## config.mk

```make
export PLATFORM = sky130hd
export DESIGN_NAME = rolling_hash_pattern_matcher_core
export DESIGN_NICKNAME = d
export VERILOG_FILES = /design/src/sv/rhpm_pkg.sv /design/src/sv/rolling_hash_pattern_matcher_core.sv /design/src/sv/rhpm_cfg.sv /design/src/sv/rhpm_front.sv /design/src/sv/rhpm_queue.sv /design/src/sv/rhpm_back.sv
export SDC_FILE = /design/constraint.sdc
export NUM_CORES = 2
export LEC_CHECK = 0
export BUFFER_PORTS_ARGS = -buffer_cell sky130_fd_sc_hd__buf_4
export CORE_MARGIN = 10
export CORE_UTILIZATION = 40
export CTS_CLUSTER_SIZE = 20
export DETAILED_ROUTE_END_ITERATION = 16
export HOLD_SLACK_MARGIN = 0.12
export MAX_ROUTING_LAYER = met4
export PLACE_DENSITY_LB_ADDON = 0.15
export SLEW_MARGIN = 30
export SYNTH_ARGS = -nofsm -noshare
export SYNTH_HDL_FRONTEND = slang
export SYNTH_SLANG_ARGS = --single-unit
export TNS_END_PERCENT = 50
```

## constraint.sdc

```tcl
create_clock -name clk -period 18.9 [get_ports clk]
set_input_delay 0 -clock clk [delete_from_list [all_inputs] [get_ports clk]]
set_output_delay 0 -clock clk [all_outputs]
set_load 0.02 [all_outputs]
```

## src/sv/rhpm_pkg.sv

```systemverilog
// ----------------------------------------------------------------------------
// rhpm_pkg
// Shared constants, types and the modulo-1011 reduction for the rolling hash
// pattern matcher.
// ----------------------------------------------------------------------------
package rhpm_pkg;

    // Default pattern capacity of the window.
    localparam int PATTERN_MAX_DEF = 16;

    // Hash arithmetic: radix 128, modulus 1011.
    localparam int HASH_RADIX = 128;
    localparam int HASH_MOD   = 1011;
    localparam int RADIX_SH   = $clog2(HASH_RADIX);
    localparam int HASH_W     = 10;
    // 2^10 folds to this value modulo 1011.
    localparam int REDUCE_K   = (1 << HASH_W) - HASH_MOD;
    // Width of the pre-reduction sum: hash*128 + byte + stored product.
    localparam int SUM_W      = 19;
    // Width of a byte times a hash residue.
    localparam int PROD_W     = 18;

    // Negated radix power for a one-byte pattern: -(128^1) mod 1011.
    localparam logic [HASH_W-1:0] RESET_QFAC = HASH_W'(HASH_MOD - HASH_RADIX);

    // Configuration port geometry.
    localparam int CFG_ADDR_W = 5;
    localparam int CFG_DATA_W = 64;
    localparam int LEN_W      = 5;
    localparam int PAT_BYTES  = 16;

    // Queue between front and back.
    localparam int QUEUE_DEPTH = 2;
    localparam int QPTR_W      = 1;
    localparam int QCNT_W      = $clog2(QUEUE_DEPTH + 1);

    // Register indexes on the configuration port.
    typedef enum logic [1:0] {
        REG_LENGTH     = 2'd0,
        REG_BYTES_LOW  = 2'd1,
        REG_BYTES_HIGH = 2'd2
    } reg_index_t;

    // One classified text byte, passed from front to back.
    typedef struct packed {
        logic        found;
        logic [31:0] start;
        logic        done;
    } rhpm_entry_t;

    // Pattern-side status handed from the configuration unit to the front.
    typedef struct packed {
        logic              busy;
        logic              restart;
        logic [HASH_W-1:0] hash;
        logic [HASH_W-1:0] qfac;
    } rhpm_pat_t;

    // Reduce a sum below 2^19 modulo 1011 by folding the upper bits twice.
    function automatic logic [HASH_W-1:0] hash_reduce(input logic [SUM_W-1:0] x);
        logic [12:0] s1;
        logic [10:0] s2;
        logic [10:0] r;
        s1 = 13'(x[SUM_W-1:HASH_W]) * 13'(REDUCE_K) + 13'(x[HASH_W-1:0]);
        s2 = 11'(s1[12:HASH_W]) * 11'(REDUCE_K) + 11'(s1[HASH_W-1:0]);
        r  = (s2 >= 11'(HASH_MOD)) ? (s2 - 11'(HASH_MOD)) : s2;
        return r[HASH_W-1:0];
    endfunction

endpackage

```

## src/sv/rolling_hash_pattern_matcher_core.sv

```systemverilog
// ----------------------------------------------------------------------------
// rolling_hash_pattern_matcher_core: streaming Rabin-Karp byte matcher.
// A result passes through the queue and then the output register.
// Throughput 1 byte per cycle unless the queue is full; a register write stalls
// input while the pattern is rederived for the clamped length (1..PATTERN_MAX).
// Reset loads length 1 and zero pattern bytes; no clearing pass is needed.
// ----------------------------------------------------------------------------
module rolling_hash_pattern_matcher_core #(
    parameter int PATTERN_MAX = rhpm_pkg::PATTERN_MAX_DEF
) (
    input  logic                             clk,
    input  logic                             rst_n,
    input  logic                             in_valid,
    output logic                             in_stall,
    input  logic [7:0]                       text_byte,
    input  logic                             end_of_text,
    output logic                             out_valid,
    input  logic                             out_stall,
    output logic                             match_found,
    output logic [31:0]                      match_start,
    output logic [31:0]                      total_matches,
    output logic                             text_done,
    input  logic                             psel,
    input  logic                             penable,
    input  logic                             pwrite,
    input  logic [rhpm_pkg::CFG_ADDR_W-1:0]  paddr,
    input  logic [rhpm_pkg::CFG_DATA_W-1:0]  pwdata,
    output logic [rhpm_pkg::CFG_DATA_W-1:0]  prdata,
    output logic                             pready
);
    import rhpm_pkg::*;

    localparam int LW = $clog2(PATTERN_MAX + 1);

    logic [LW-1:0]               eff_len;
    logic [PATTERN_MAX-1:0][7:0] aligned_pat;
    rhpm_pat_t                   pat_info;
    logic                        push;
    rhpm_entry_t                 push_entry;
    logic                        q_full;
    logic                        pop;
    logic                        head_valid;
    rhpm_entry_t                 head_entry;

    // Registers and pattern derivation.
    rhpm_cfg #(
        .PATTERN_MAX(PATTERN_MAX)
    ) u_cfg (
        .clk        (clk),
        .rst_n      (rst_n),
        .psel       (psel),
        .penable    (penable),
        .pwrite     (pwrite),
        .paddr      (paddr),
        .pwdata     (pwdata),
        .prdata     (prdata),
        .pready     (pready),
        .eff_len    (eff_len),
        .aligned_pat(aligned_pat),
        .pat_info   (pat_info)
    );

    // Window, hash and classification.
    rhpm_front #(
        .PATTERN_MAX(PATTERN_MAX)
    ) u_front (
        .clk        (clk),
        .rst_n      (rst_n),
        .in_valid   (in_valid),
        .in_stall   (in_stall),
        .text_byte  (text_byte),
        .end_of_text(end_of_text),
        .eff_len    (eff_len),
        .aligned_pat(aligned_pat),
        .pat_info   (pat_info),
        .q_full     (q_full),
        .push       (push),
        .push_entry (push_entry)
    );

    // Decoupling queue.
    rhpm_queue u_queue (
        .clk       (clk),
        .rst_n     (rst_n),
        .push      (push),
        .push_entry(push_entry),
        .pop       (pop),
        .full      (q_full),
        .head_valid(head_valid),
        .head_entry(head_entry)
    );

    // Counting and output register.
    rhpm_back u_back (
        .clk          (clk),
        .rst_n        (rst_n),
        .restart      (pat_info.restart),
        .head_valid   (head_valid),
        .head_entry   (head_entry),
        .pop          (pop),
        .out_valid    (out_valid),
        .out_stall    (out_stall),
        .match_found  (match_found),
        .match_start  (match_start),
        .total_matches(total_matches),
        .text_done    (text_done)
    );

    // No request may enter while the pattern is being rederived.
    assert property (@(posedge clk) disable iff (!rst_n)
        pat_info.busy |-> !(in_valid && !in_stall))
        else $error("request accepted during pattern derivation");

    // A reported match always has a nonzero running total.
    assert property (@(posedge clk) disable iff (!rst_n)
        (out_valid && match_found) |-> (total_matches != 32'd0))
        else $error("match reported with zero total");

    // A result without a match carries a zero start position.
    assert property (@(posedge clk) disable iff (!rst_n)
        (out_valid && !match_found) |-> (match_start == 32'd0))
        else $error("nonzero start without a match");

    // The queue is never pushed while full.
    assert property (@(posedge clk) disable iff (!rst_n)
        q_full |-> !push)
        else $error("queue overflow");

endmodule

```

## src/sv/rhpm_cfg.sv

```systemverilog
// ----------------------------------------------------------------------------
// rhpm_cfg
// Configuration registers and the sequential unit that derives the pattern
// hash, the negated radix power and the aligned pattern after each write.
// ----------------------------------------------------------------------------
module rhpm_cfg #(
    parameter int PATTERN_MAX = rhpm_pkg::PATTERN_MAX_DEF
) (
    input  logic                                 clk,
    input  logic                                 rst_n,
    input  logic                                 psel,
    input  logic                                 penable,
    input  logic                                 pwrite,
    input  logic [rhpm_pkg::CFG_ADDR_W-1:0]      paddr,
    input  logic [rhpm_pkg::CFG_DATA_W-1:0]      pwdata,
    output logic [rhpm_pkg::CFG_DATA_W-1:0]      prdata,
    output logic                                 pready,
    output logic [$clog2(PATTERN_MAX+1)-1:0]     eff_len,
    output logic [PATTERN_MAX-1:0][7:0]          aligned_pat,
    output rhpm_pkg::rhpm_pat_t                  pat_info
);
    import rhpm_pkg::*;

    localparam int LW = $clog2(PATTERN_MAX + 1);
    localparam int SW = (LW > 5) ? LW : 5;

    logic [LEN_W-1:0]           len_reg;
    logic [CFG_DATA_W-1:0]      low_reg;
    logic [CFG_DATA_W-1:0]      high_reg;
    logic                       busy_reg;
    logic [LW-1:0]              step_reg;
    logic [HASH_W-1:0]          ph_reg;
    logic [HASH_W-1:0]          pw_reg;
    logic [HASH_W-1:0]          qfac_reg;
    logic [PATTERN_MAX-1:0][7:0] aligned_reg;
    logic [PATTERN_MAX-1:0][7:0] aligned_next;

    reg_index_t                 reg_sel;
    logic                       wr_en;
    logic                       cfg_write;
    logic [2*CFG_DATA_W-1:0]    pat_flat;
    logic [7:0]                 pat_arr [PAT_BYTES];
    logic [SW-1:0]              step_ext;
    logic [7:0]                 step_byte;

    assign pready  = 1'b1;
    assign reg_sel = reg_index_t'(paddr[4:3]);
    assign wr_en   = psel && penable && pwrite;

    // Only writes to a known register restart the text and rederive.
    assign cfg_write = wr_en && ((reg_sel == REG_LENGTH) || (reg_sel == REG_BYTES_LOW) ||
                                 (reg_sel == REG_BYTES_HIGH));

    // Clamp the configured length into 1..PATTERN_MAX.
    always_comb
    begin
        if (len_reg == '0)
        begin
            eff_len = LW'(1);
        end
        else if (32'(len_reg) > 32'(PATTERN_MAX))
        begin
            eff_len = LW'(PATTERN_MAX);
        end
        else
        begin
            eff_len = LW'(len_reg);
        end
    end

    // Pattern bytes as an array.
    assign pat_flat = {high_reg, low_reg};
    always_comb
    begin
        for (int i = 0; i < PAT_BYTES; i++)
        begin
            pat_arr[i] = pat_flat[8*i +: 8];
        end
    end

    // Byte consumed by the current hash step; bytes past the register range are zero.
    assign step_ext  = SW'(step_reg);
    assign step_byte = (step_ext < SW'(PAT_BYTES)) ? pat_arr[step_ext[3:0]] : 8'h00;

    // Pattern reversed so that entry j lines up with window tap j.
    always_comb
    begin
        logic [SW-1:0] idx;
        for (int j = 0; j < PATTERN_MAX; j++)
        begin
            idx = SW'(eff_len) - SW'(1) - SW'(j);
            if ((SW'(j) < SW'(eff_len)) && (idx < SW'(PAT_BYTES)))
            begin
                aligned_next[j] = pat_arr[idx[3:0]];
            end
            else
            begin
                aligned_next[j] = 8'h00;
            end
        end
    end

    // Registers and the derivation sequencer, one hash step per cycle.
    always_ff @(posedge clk or negedge rst_n)
    begin
        if (!rst_n)
        begin
            len_reg     <= LEN_W'(1);
            low_reg     <= '0;
            high_reg    <= '0;
            busy_reg    <= 1'b0;
            step_reg    <= '0;
            ph_reg      <= '0;
            pw_reg      <= HASH_W'(1);
            qfac_reg    <= RESET_QFAC;
            aligned_reg <= '0;
        end
        else if (cfg_write)
        begin
            case (reg_sel)
                REG_LENGTH:     len_reg  <= pwdata[LEN_W-1:0];
                REG_BYTES_LOW:  low_reg  <= pwdata;
                REG_BYTES_HIGH: high_reg <= pwdata;
                default:        ;
            endcase
            busy_reg <= 1'b1;
            step_reg <= '0;
            ph_reg   <= '0;
            pw_reg   <= HASH_W'(1);
        end
        else if (busy_reg)
        begin
            aligned_reg <= aligned_next;
            if (step_reg < eff_len)
            begin
                ph_reg   <= hash_reduce(SUM_W'({ph_reg, {RADIX_SH{1'b0}}}) + SUM_W'(step_byte));
                pw_reg   <= hash_reduce(SUM_W'({pw_reg, {RADIX_SH{1'b0}}}));
                step_reg <= step_reg + 1'b1;
            end
            else
            begin
                busy_reg <= 1'b0;
                qfac_reg <= (pw_reg == '0) ? '0 : (HASH_W'(HASH_MOD) - pw_reg);
            end
        end
    end

    // Read data.
    always_comb
    begin
        case (reg_sel)
            REG_LENGTH:     prdata = CFG_DATA_W'(len_reg);
            REG_BYTES_LOW:  prdata = low_reg;
            REG_BYTES_HIGH: prdata = high_reg;
            default:        prdata = '0;
        endcase
    end

    assign aligned_pat      = aligned_reg;
    assign pat_info.busy    = busy_reg;
    assign pat_info.restart = cfg_write;
    assign pat_info.hash    = ph_reg;
    assign pat_info.qfac    = qfac_reg;

endmodule

```

## src/sv/rhpm_front.sv

```systemverilog
// ----------------------------------------------------------------------------
// rhpm_front
// Accepts text bytes, shifts the window, rolls the hash and classifies each
// byte as a match or not before handing it to the queue.
// ----------------------------------------------------------------------------
module rhpm_front #(
    parameter int PATTERN_MAX = rhpm_pkg::PATTERN_MAX_DEF
) (
    input  logic                              clk,
    input  logic                              rst_n,
    input  logic                              in_valid,
    output logic                              in_stall,
    input  logic [7:0]                        text_byte,
    input  logic                              end_of_text,
    input  logic [$clog2(PATTERN_MAX+1)-1:0]  eff_len,
    input  logic [PATTERN_MAX-1:0][7:0]       aligned_pat,
    input  rhpm_pkg::rhpm_pat_t               pat_info,
    input  logic                              q_full,
    output logic                              push,
    output rhpm_pkg::rhpm_entry_t             push_entry
);
    import rhpm_pkg::*;

    localparam int LW = $clog2(PATTERN_MAX + 1);
    localparam int IW = (PATTERN_MAX > 1) ? $clog2(PATTERN_MAX) : 1;

    logic [7:0]        window_reg [PATTERN_MAX];
    logic [PROD_W-1:0] prod_reg   [PATTERN_MAX];
    logic [LW-1:0]     fill_reg;
    logic [LW-1:0]     fill_next;
    logic [31:0]       pos_reg;
    logic [HASH_W-1:0] hash_reg;
    logic [HASH_W-1:0] hash_next;

    logic [7:0]        window_new [PATTERN_MAX];
    logic              accept;
    logic              full_now;
    logic [IW-1:0]     tail_idx;
    logic [PROD_W-1:0] drop;
    logic [SUM_W-1:0]  hash_sum;
    logic              bytes_eq;
    logic              hit;
    logic [PROD_W-1:0] prod_new;

    assign in_stall = q_full || pat_info.busy || pat_info.restart;
    assign accept   = in_valid && !in_stall;
    assign push     = accept;

    // Rolling hash: old byte's term is kept premultiplied by -(128^n) mod 1011.
    assign full_now  = (fill_reg >= eff_len);
    assign tail_idx  = IW'(eff_len - LW'(1));
    assign drop      = full_now ? prod_reg[tail_idx] : '0;
    assign hash_sum  = SUM_W'({hash_reg, {RADIX_SH{1'b0}}}) + SUM_W'(text_byte) + SUM_W'(drop);
    assign hash_next = hash_reduce(hash_sum);
    assign fill_next = (fill_reg < LW'(PATTERN_MAX)) ? (fill_reg + 1'b1) : fill_reg;
    assign prod_new  = PROD_W'(text_byte) * PROD_W'(pat_info.qfac);

    // Window after this byte is shifted in.
    always_comb
    begin
        window_new[0] = text_byte;
        for (int j = 1; j < PATTERN_MAX; j++)
        begin
            window_new[j] = window_reg[j-1];
        end
    end

    // Byte-by-byte compare over the active taps.
    always_comb
    begin
        bytes_eq = 1'b1;
        for (int j = 0; j < PATTERN_MAX; j++)
        begin
            if ((LW'(j) < eff_len) && (window_new[j] != aligned_pat[j]))
            begin
                bytes_eq = 1'b0;
            end
        end
    end

    // Classification of this request.
    assign hit = (fill_next >= eff_len) && (hash_next == pat_info.hash) && bytes_eq;
    assign push_entry.found = hit;
    assign push_entry.start = hit ? (pos_reg - 32'(eff_len) + 32'd1) : 32'd0;
    assign push_entry.done  = end_of_text;

    // Text state; end of text or a register write starts a new text.
    always_ff @(posedge clk or negedge rst_n)
    begin
        if (!rst_n)
        begin
            fill_reg <= '0;
            pos_reg  <= '0;
            hash_reg <= '0;
        end
        else if (pat_info.restart)
        begin
            fill_reg <= '0;
            pos_reg  <= '0;
            hash_reg <= '0;
        end
        else if (accept)
        begin
            if (end_of_text)
            begin
                fill_reg <= '0;
                pos_reg  <= '0;
                hash_reg <= '0;
            end
            else
            begin
                fill_reg <= fill_next;
                pos_reg  <= pos_reg + 32'd1;
                hash_reg <= hash_next;
            end
        end
    end

    // Window and product shift lines; entries beyond the fill count are unused.
    always_ff @(posedge clk)
    begin
        if (accept)
        begin
            for (int j = 0; j < PATTERN_MAX; j++)
            begin
                window_reg[j] <= window_new[j];
            end
            prod_reg[0] <= prod_new;
            for (int j = 1; j < PATTERN_MAX; j++)
            begin
                prod_reg[j] <= prod_reg[j-1];
            end
        end
    end

endmodule

```

## src/sv/rhpm_queue.sv

```systemverilog
// ----------------------------------------------------------------------------
// rhpm_queue
// Two-entry queue of classified requests between the front and the back.
// ----------------------------------------------------------------------------
module rhpm_queue (
    input  logic                  clk,
    input  logic                  rst_n,
    input  logic                  push,
    input  rhpm_pkg::rhpm_entry_t push_entry,
    input  logic                  pop,
    output logic                  full,
    output logic                  head_valid,
    output rhpm_pkg::rhpm_entry_t head_entry
);
    import rhpm_pkg::*;

    rhpm_entry_t        mem_reg [QUEUE_DEPTH];
    logic [QPTR_W-1:0]  wr_ptr_reg;
    logic [QPTR_W-1:0]  rd_ptr_reg;
    logic [QCNT_W-1:0]  count_reg;
    logic [QCNT_W-1:0]  count_next;

    assign full       = (count_reg == QCNT_W'(QUEUE_DEPTH));
    assign head_valid = (count_reg != '0);
    assign head_entry = mem_reg[rd_ptr_reg];

    // Occupancy follows pushes and pops in the same cycle.
    always_comb
    begin
        count_next = count_reg;
        if (push && !pop)
        begin
            count_next = count_reg + 1'b1;
        end
        else if (pop && !push)
        begin
            count_next = count_reg - 1'b1;
        end
    end

    // Pointers and count.
    always_ff @(posedge clk or negedge rst_n)
    begin
        if (!rst_n)
        begin
            wr_ptr_reg <= '0;
            rd_ptr_reg <= '0;
            count_reg  <= '0;
        end
        else
        begin
            if (push)
            begin
                wr_ptr_reg <= wr_ptr_reg + 1'b1;
            end
            if (pop)
            begin
                rd_ptr_reg <= rd_ptr_reg + 1'b1;
            end
            count_reg <= count_next;
        end
    end

    // Entry storage.
    always_ff @(posedge clk)
    begin
        if (push)
        begin
            mem_reg[wr_ptr_reg] <= push_entry;
        end
    end

endmodule

```

## src/sv/rhpm_back.sv

```systemverilog
// ----------------------------------------------------------------------------
// rhpm_back
// Counts matches with saturation and holds each result in the output
// register until it is taken.
// ----------------------------------------------------------------------------
module rhpm_back (
    input  logic                  clk,
    input  logic                  rst_n,
    input  logic                  restart,
    input  logic                  head_valid,
    input  rhpm_pkg::rhpm_entry_t head_entry,
    output logic                  pop,
    output logic                  out_valid,
    input  logic                  out_stall,
    output logic                  match_found,
    output logic [31:0]           match_start,
    output logic [31:0]           total_matches,
    output logic                  text_done
);
    import rhpm_pkg::*;

    logic        out_valid_reg;
    logic [31:0] count_reg;
    logic [31:0] count_next;
    logic        found_reg;
    logic [31:0] start_reg;
    logic [31:0] total_reg;
    logic        done_reg;

    // Take the head request when the output register is free or being emptied.
    assign pop = head_valid && (!out_valid_reg || !out_stall);

    // Saturating match count including the head request.
    assign count_next = (head_entry.found && (count_reg != '1)) ? (count_reg + 32'd1) : count_reg;

    // Control: output valid and the running count.
    always_ff @(posedge clk or negedge rst_n)
    begin
        if (!rst_n)
        begin
            out_valid_reg <= 1'b0;
            count_reg     <= '0;
        end
        else
        begin
            if (pop)
            begin
                out_valid_reg <= 1'b1;
            end
            else if (!out_stall)
            begin
                out_valid_reg <= 1'b0;
            end

            if (restart)
            begin
                count_reg <= '0;
            end
            else if (pop)
            begin
                count_reg <= head_entry.done ? 32'd0 : count_next;
            end
        end
    end

    // Result payload.
    always_ff @(posedge clk)
    begin
        if (pop)
        begin
            found_reg <= head_entry.found;
            start_reg <= head_entry.start;
            total_reg <= count_next;
            done_reg  <= head_entry.done;
        end
    end

    assign out_valid     = out_valid_reg;
    assign match_found   = found_reg;
    assign match_start   = start_reg;
    assign total_matches = total_reg;
    assign text_done     = done_reg;

endmodule
```

Word-level counts from Yosys, hierarchy flattened --
Memory sizes are Yosys's and may differ from the RTL's. Cells that the tools add are included.
Cells by class: reduce and logical (&&, ||, !) cells 67, equality and inequality tests 22, add/subtract/negate cells 39, bitwise logic cells 19, order comparisons 58, $mul 7, multiplexer cells 125
Operator list (number):
- $bmux 8 s4 | 17
- $mux 8 | 51
- $mux 32 | 8
- $pmux 64 s3 | 1
- $mux 10 | 13
- $ne 8x8->1 | 16
- $add 32x1->32 const B | 3
- $lt 5x5->1 const B | 18
- $ge 5x5->1 const B | 17
- $not 4->5 | 17
- $mux 5 | 9
- $logic_and 1x1->1 | 42
- $lt 4x5->1 const A | 8
- $sub 5x4->5 const B | 8
- $add 17x8->18 | 2
- $add 7x10->11 | 3
- $ge 11x10->1 const B | 3
- $ne 32x32->1 const B | 1
- $sub 32x5->32 | 1
- $sub 10x10->10 const B | 3
- $add 13x10->13 | 2
- $mul 9x4->13 const B | 2
- $mux 1 | 23
- $mul 3x4->7 const B | 3
- other kinds (33) | 66
Storage, ports and cells: output and inout bits 133, bits of input ports 85, word-level logic and storage cells 376, memories 3, bits in writable memories 484, bits in registers 447
Memory list:
- u_front.prod_reg | words 16, width 18, read ports 16, clocked after memory_dff 0, write ports 16, RTL line rhpm_front.sv:28 | logic [PROD_W-1:0] prod_reg [PATTERN_MAX];
- u_front.window_reg | words 16, width 8, read ports 15, clocked after memory_dff 0, write ports 16, RTL line rhpm_front.sv:27 | logic [7:0] window_reg [PATTERN_MAX];
- u_queue.mem_reg | words 2, width 34, read ports 1, clocked after memory_dff 0, write ports 1, RTL line rhpm_queue.sv:17 | rhpm_entry_t mem_reg [QUEUE_DEPTH];

Depth between registers and ports, before layout --
depth after elaboration 23, gate-level depth with buffers 56, depth with buffers taken out 51

By module --
A second synthesis with hierarchy kept.
Second synthesis, totals: cells, all modules 4782, area total of the unflattened synthesis 55722.2 um2
By module, submodules not included:
- rhpm_front | area each 26268.9 um2, seq. area each 13427.9 um2, cells an instance 2014, instances 1
- rhpm_cfg | area each 22138.7 um2, seq. area each 7443.4 um2, cells an instance 2274, instances 1
- rhpm_back | area each 4520.6 um2, seq. area each 2807.7 um2, cells an instance 372, instances 1
- rhpm_queue | area each 2793.9 um2, seq. area each 2142.1 um2, cells an instance 122, instances 1

Worst setup path after synthesis --
Ideal clock, no wire load.
kind flip-flop to flip-flop, start reg u_cfg.len_reg[1], end mem u_queue.mem_reg[0][9] in the netlist's numbering, data pin, arrival time 11.769 ns, path buffers 6, cell stages (with the launch flop) 52, library setup time 0.150 ns, clock period less this slack 11.919 ns, setup slack 6.981 ns, data required time 18.750 ns, cell sequence dfrtp_1 clkbuf_1 nand2_1 buf_1 ha_1 clkbuf_1 buf_1 mux4_2 mux4_2 nor2b_1 ha_1 inv_1 fa_1 nor2b_1 o21ai_0 a21oi_1 o21a_1 o21ai_0 [16 not listed] a21oi_1 xnor2_1 ha_1 fa_1 inv_1 ha_1 o21a_1 a211o_1 a21oi_2 o41ai_1 mux2_4 and2_1 buf_6 nor3_2 o21ai_1 a2111oi_4 buf_2 nor2b_1
RTL lines:
- start: declaration | RTL line rhpm_cfg.sv:27 | logic [LEN_W-1:0] len_reg;
- start signal: assignment | RTL line rhpm_cfg.sv:121 | REG_LENGTH: len_reg <= pwdata[LEN_W-1:0];
- end: declaration | RTL line rhpm_queue.sv:17

==> flow_summary_export.csv <==
group,metric,value,unit
outcome,run_status,"complete, no violations",
setup_path,cp_data_required_time,19.37,ns
yosys,postSynthNetCount,4805,
yosys,netlist_top_cells_area,"sky130_fd_sc_hd__edfxtp_1 30%, sky130_fd_sc_hd__dfrtp_1 17%, sky130_fd_sc_hd__mux2i_1 7.5%, sky130_fd_sc_hd__ha_1 6.4%, sky130_fd_sc_hd__mux4_2 5.4%",
floorplanning,num_rows,134,
timing,fin_setup_tns,0,ns
timing,tightestPinTransition,1.02,ns
yosys,postSynthRegisterBits,923,
setup_path,timing.rr.start,"u_cfg.len_reg[2]",
grt,grt_pass1_wl,230,mm
yosys,synth_enable_flop_cells,542,
setup_path,crit_top_cell,"sky130_fd_sc_hd__ha_1",
yosys,netlist.area_leader.share,0.302,
hold_path,hold_start,"text_byte[0]",
cts,cts.hold.buffers_added,149,
floorplanning,initial_core_utilization,0.403,
setup_path,worstPathArrival,14.08,ns
final_layout,area_growth,16.5,%
yosys,synth.most_common_cell,"sky130_fd_sc_hd__edfxtp_1",
cts,root_buffer,"sky130_fd_sc_hd__clkbuf_16",
routing,drc,0,
setup_path,slowest_stage,"sky130_fd_sc_hd__dfrtp_1",
cts,h-tree-depth,3,
timing,hold_violations,0,
routing,vias_per_cell,5.52,
timing,min_period_over_period,0.720,
yosys,synth_area_leader_cell,"sky130_fd_sc_hd__edfxtp_1",
yosys,netlist_instances,4355,
final_layout,layout-drive-gt1-share,0.170,
cts,cts_num_sinks,923,
floorplanning,boundaryPins,218,
grt,antenna_found_initial,3,
yosys,async_reset_ff_frac,0.413,
cts,clock_insertion_delay_at_the_later_pin_of_the_skew_report,0.74,ns
floorplanning,dieArea,150000,µm²
routing,route.antenna.remaining_nets,0,
final_layout,finalNetCount,5143,
placement,gp_congestion,0.879,
timing,timing.max_slew.rel_slack,0.317,
grt,grt_max_degree,187,
yosys,netlist_area,53800,µm²
yosys,synthesis.area_per_instance,12.4,µm²
cts,cts-resized-gates,0,
setup_path,reg2reg_depth,49,
final_layout,final_core_util,0.469,
timing,max_clock_freq,73.5,MHz
cts,cts_tree,"done",
routing,first_pass_iters,5,
final_layout,fin_area,62700,µm²
final_layout,insertedDiodeCount,0,
grt,grt_pass1_vias,36400,
cts,cts_max_path_buffers,3,
grt,total_global_route_track_usage,0.203,
yosys,synth.top_cells.by_count,"542 x sky130_fd_sc_hd__edfxtp_1, 404 x sky130_fd_sc_hd__mux2i_1, 390 x sky130_fd_sc_hd__nand2_1",
grt,total_congestion_overflow,0,
routing,finalWirelength,150,mm
hold_path,min_path_type,"in2reg",
setup_path,r2r_slack,5.30,ns
flow_run,maxCapViolations,0,
cts,post_cts_buffers,0,
timing,maximum_clock_skew_at_final_layout,0.0414,ns
final_layout,largest_register_ffs,288,
setup_path,cpPeakStageDelay,0.82,ns
placement,post_dp_cell_area,57600,µm²
hold_path,hold_path_end,"u_front.window_reg[0][0]",
floorplanning,dieWidth,387,µm
setup_path,timing_worst_setup_path_type,"reg2reg",
routing,initialDrtViolationCount,3063,
yosys,yosysWarningCount,0,
timing,setup_viol,0,
placement,hpwlAfterDp,109,mm
floorplanning,die_y,387,µm
hold_path,worst_hold_path.num_cells,2,
yosys,ys_dominant_reg_cell,"sky130_fd_sc_hd__edfxtp_1",
setup_path,worstReg2RegEnd,"u_queue.mem_reg[1][6]",
setup_path,path_max_fanout,57,
timing,period_minus_slack,13.60,ns
timing,grt_setup_unrepaired,"no",
setup_path,worst_setup_path_start_kind,"flop",
yosys,sequential_element_share_of_the_synthesized_area,0.480,
cts,cts-buffers-inserted,104,
floorplanning,core-area,134000,µm²
routing,route.detailed.wl_per_inst,23.0,µm
setup_path,worstSetupEndpointType,"flop",
routing,num_vias,36100,
cts,cts.clk_slew.worst_paths,0.06,ns
placement,port_buffers,213,
yosys,netlist-cell-type-count,83,
timing,slew_viol_final,0,
worst max-delay path by stage:
stage                           startpoint                    end  cells after the start
after floorplan           u_cfg.len_reg[1]  u_queue.mem_reg[0][9]                     51
after global placement    u_cfg.len_reg[2]  u_queue.mem_reg[0][6]                     49
after detailed placement  u_cfg.len_reg[2]  u_queue.mem_reg[1][6]                     49
after CTS                 u_cfg.len_reg[2]  u_queue.mem_reg[1][6]                     49
after global routing      u_cfg.len_reg[2]  u_queue.mem_reg[1][6]                     49
final                     u_cfg.len_reg[2]  u_queue.mem_reg[1][6]                     49
worst max-delay path, delay by kind of cell, from the launching register on:
kind / cells / cell delay [ns]
AO/OA/AOI/OAI: 17 / 3.18
XOR/XNOR: 5 / 1.07
adder cells (fa/ha/maj): 9 / 3.42
buffers and inverters: 6 / 1.76
flip-flops: 1 / 0.82
multiplexers: 2 / 0.92
AND/OR/NAND/NOR: 10 / 2.01
layout by cell type (no fill, tap or decap), types with 148 or more instances in the layout:
| master | count |
|---|---|
| sky130_fd_sc_hd__xor2_1 | 165 |
| sky130_fd_sc_hd__mux2_2 | 169 |
| sky130_fd_sc_hd__dfrtp_1 | 370 |
| sky130_fd_sc_hd__dlygate4sd3_1 | 148 |
| sky130_fd_sc_hd__inv_1 | 256 |
| sky130_fd_sc_hd__mux2i_1 | 404 |
| sky130_fd_sc_hd__nand2_1 | 387 |
| sky130_fd_sc_hd__edfxtp_1 | 542 |
| sky130_fd_sc_hd__ha_1 | 275 |
| sky130_fd_sc_hd__xnor2_1 | 188 |
| sky130_fd_sc_hd__buf_4 | 273 |
metal layers:
| layer | vias to the layer above | track usage | routed length [µm] |
|---|---|---|---|
| met2 | 851 | 0.310 | 69500 |
| met1 | 18400 | 0.287 | 71200 |
| met3 | 165 | 0.0229 | 6580 |
| met4 | 0 | 0.0494 | 3160 |
| li1 | 16700 | - | - |
| met5 | - | - | 0 |
final cells by class:
cell class	instances	area (µm²)
Tap cell	1768	2210
Inverter	265	1010
Clock inverter	61	756
Clock buffer	133	2790
Fill cell	12000	70900
Sequential cell	923	25800
Timing Repair Buffer	430	3700
Multi-Input combinational cell	2969	26400
kinds of logic after synthesis:
group / share of synthesized area
xor+xnor: 0.0594
other cells: 0.0000697
simple gates: 0.0791
buf+inv: 0.0330
compound gates: 0.0870
fa+ha+maj: 0.0971
flops: 0.480
mux: 0.165
through the flow:
stage                     hold slack (ns)  std cells  setup slack, ns
after floorplan                    -0.296       4355             6.98
after global placement             0.0990       6202             5.40
after detailed placement           0.0975       6204             5.35
after CTS                           0.171       6547             5.27
after global routing                0.228       6549             4.26
final                               0.219       6549             5.30
Power is not shown: default switching activity piles up to over one toggle a cycle in this logic, so the estimate is an artifact.
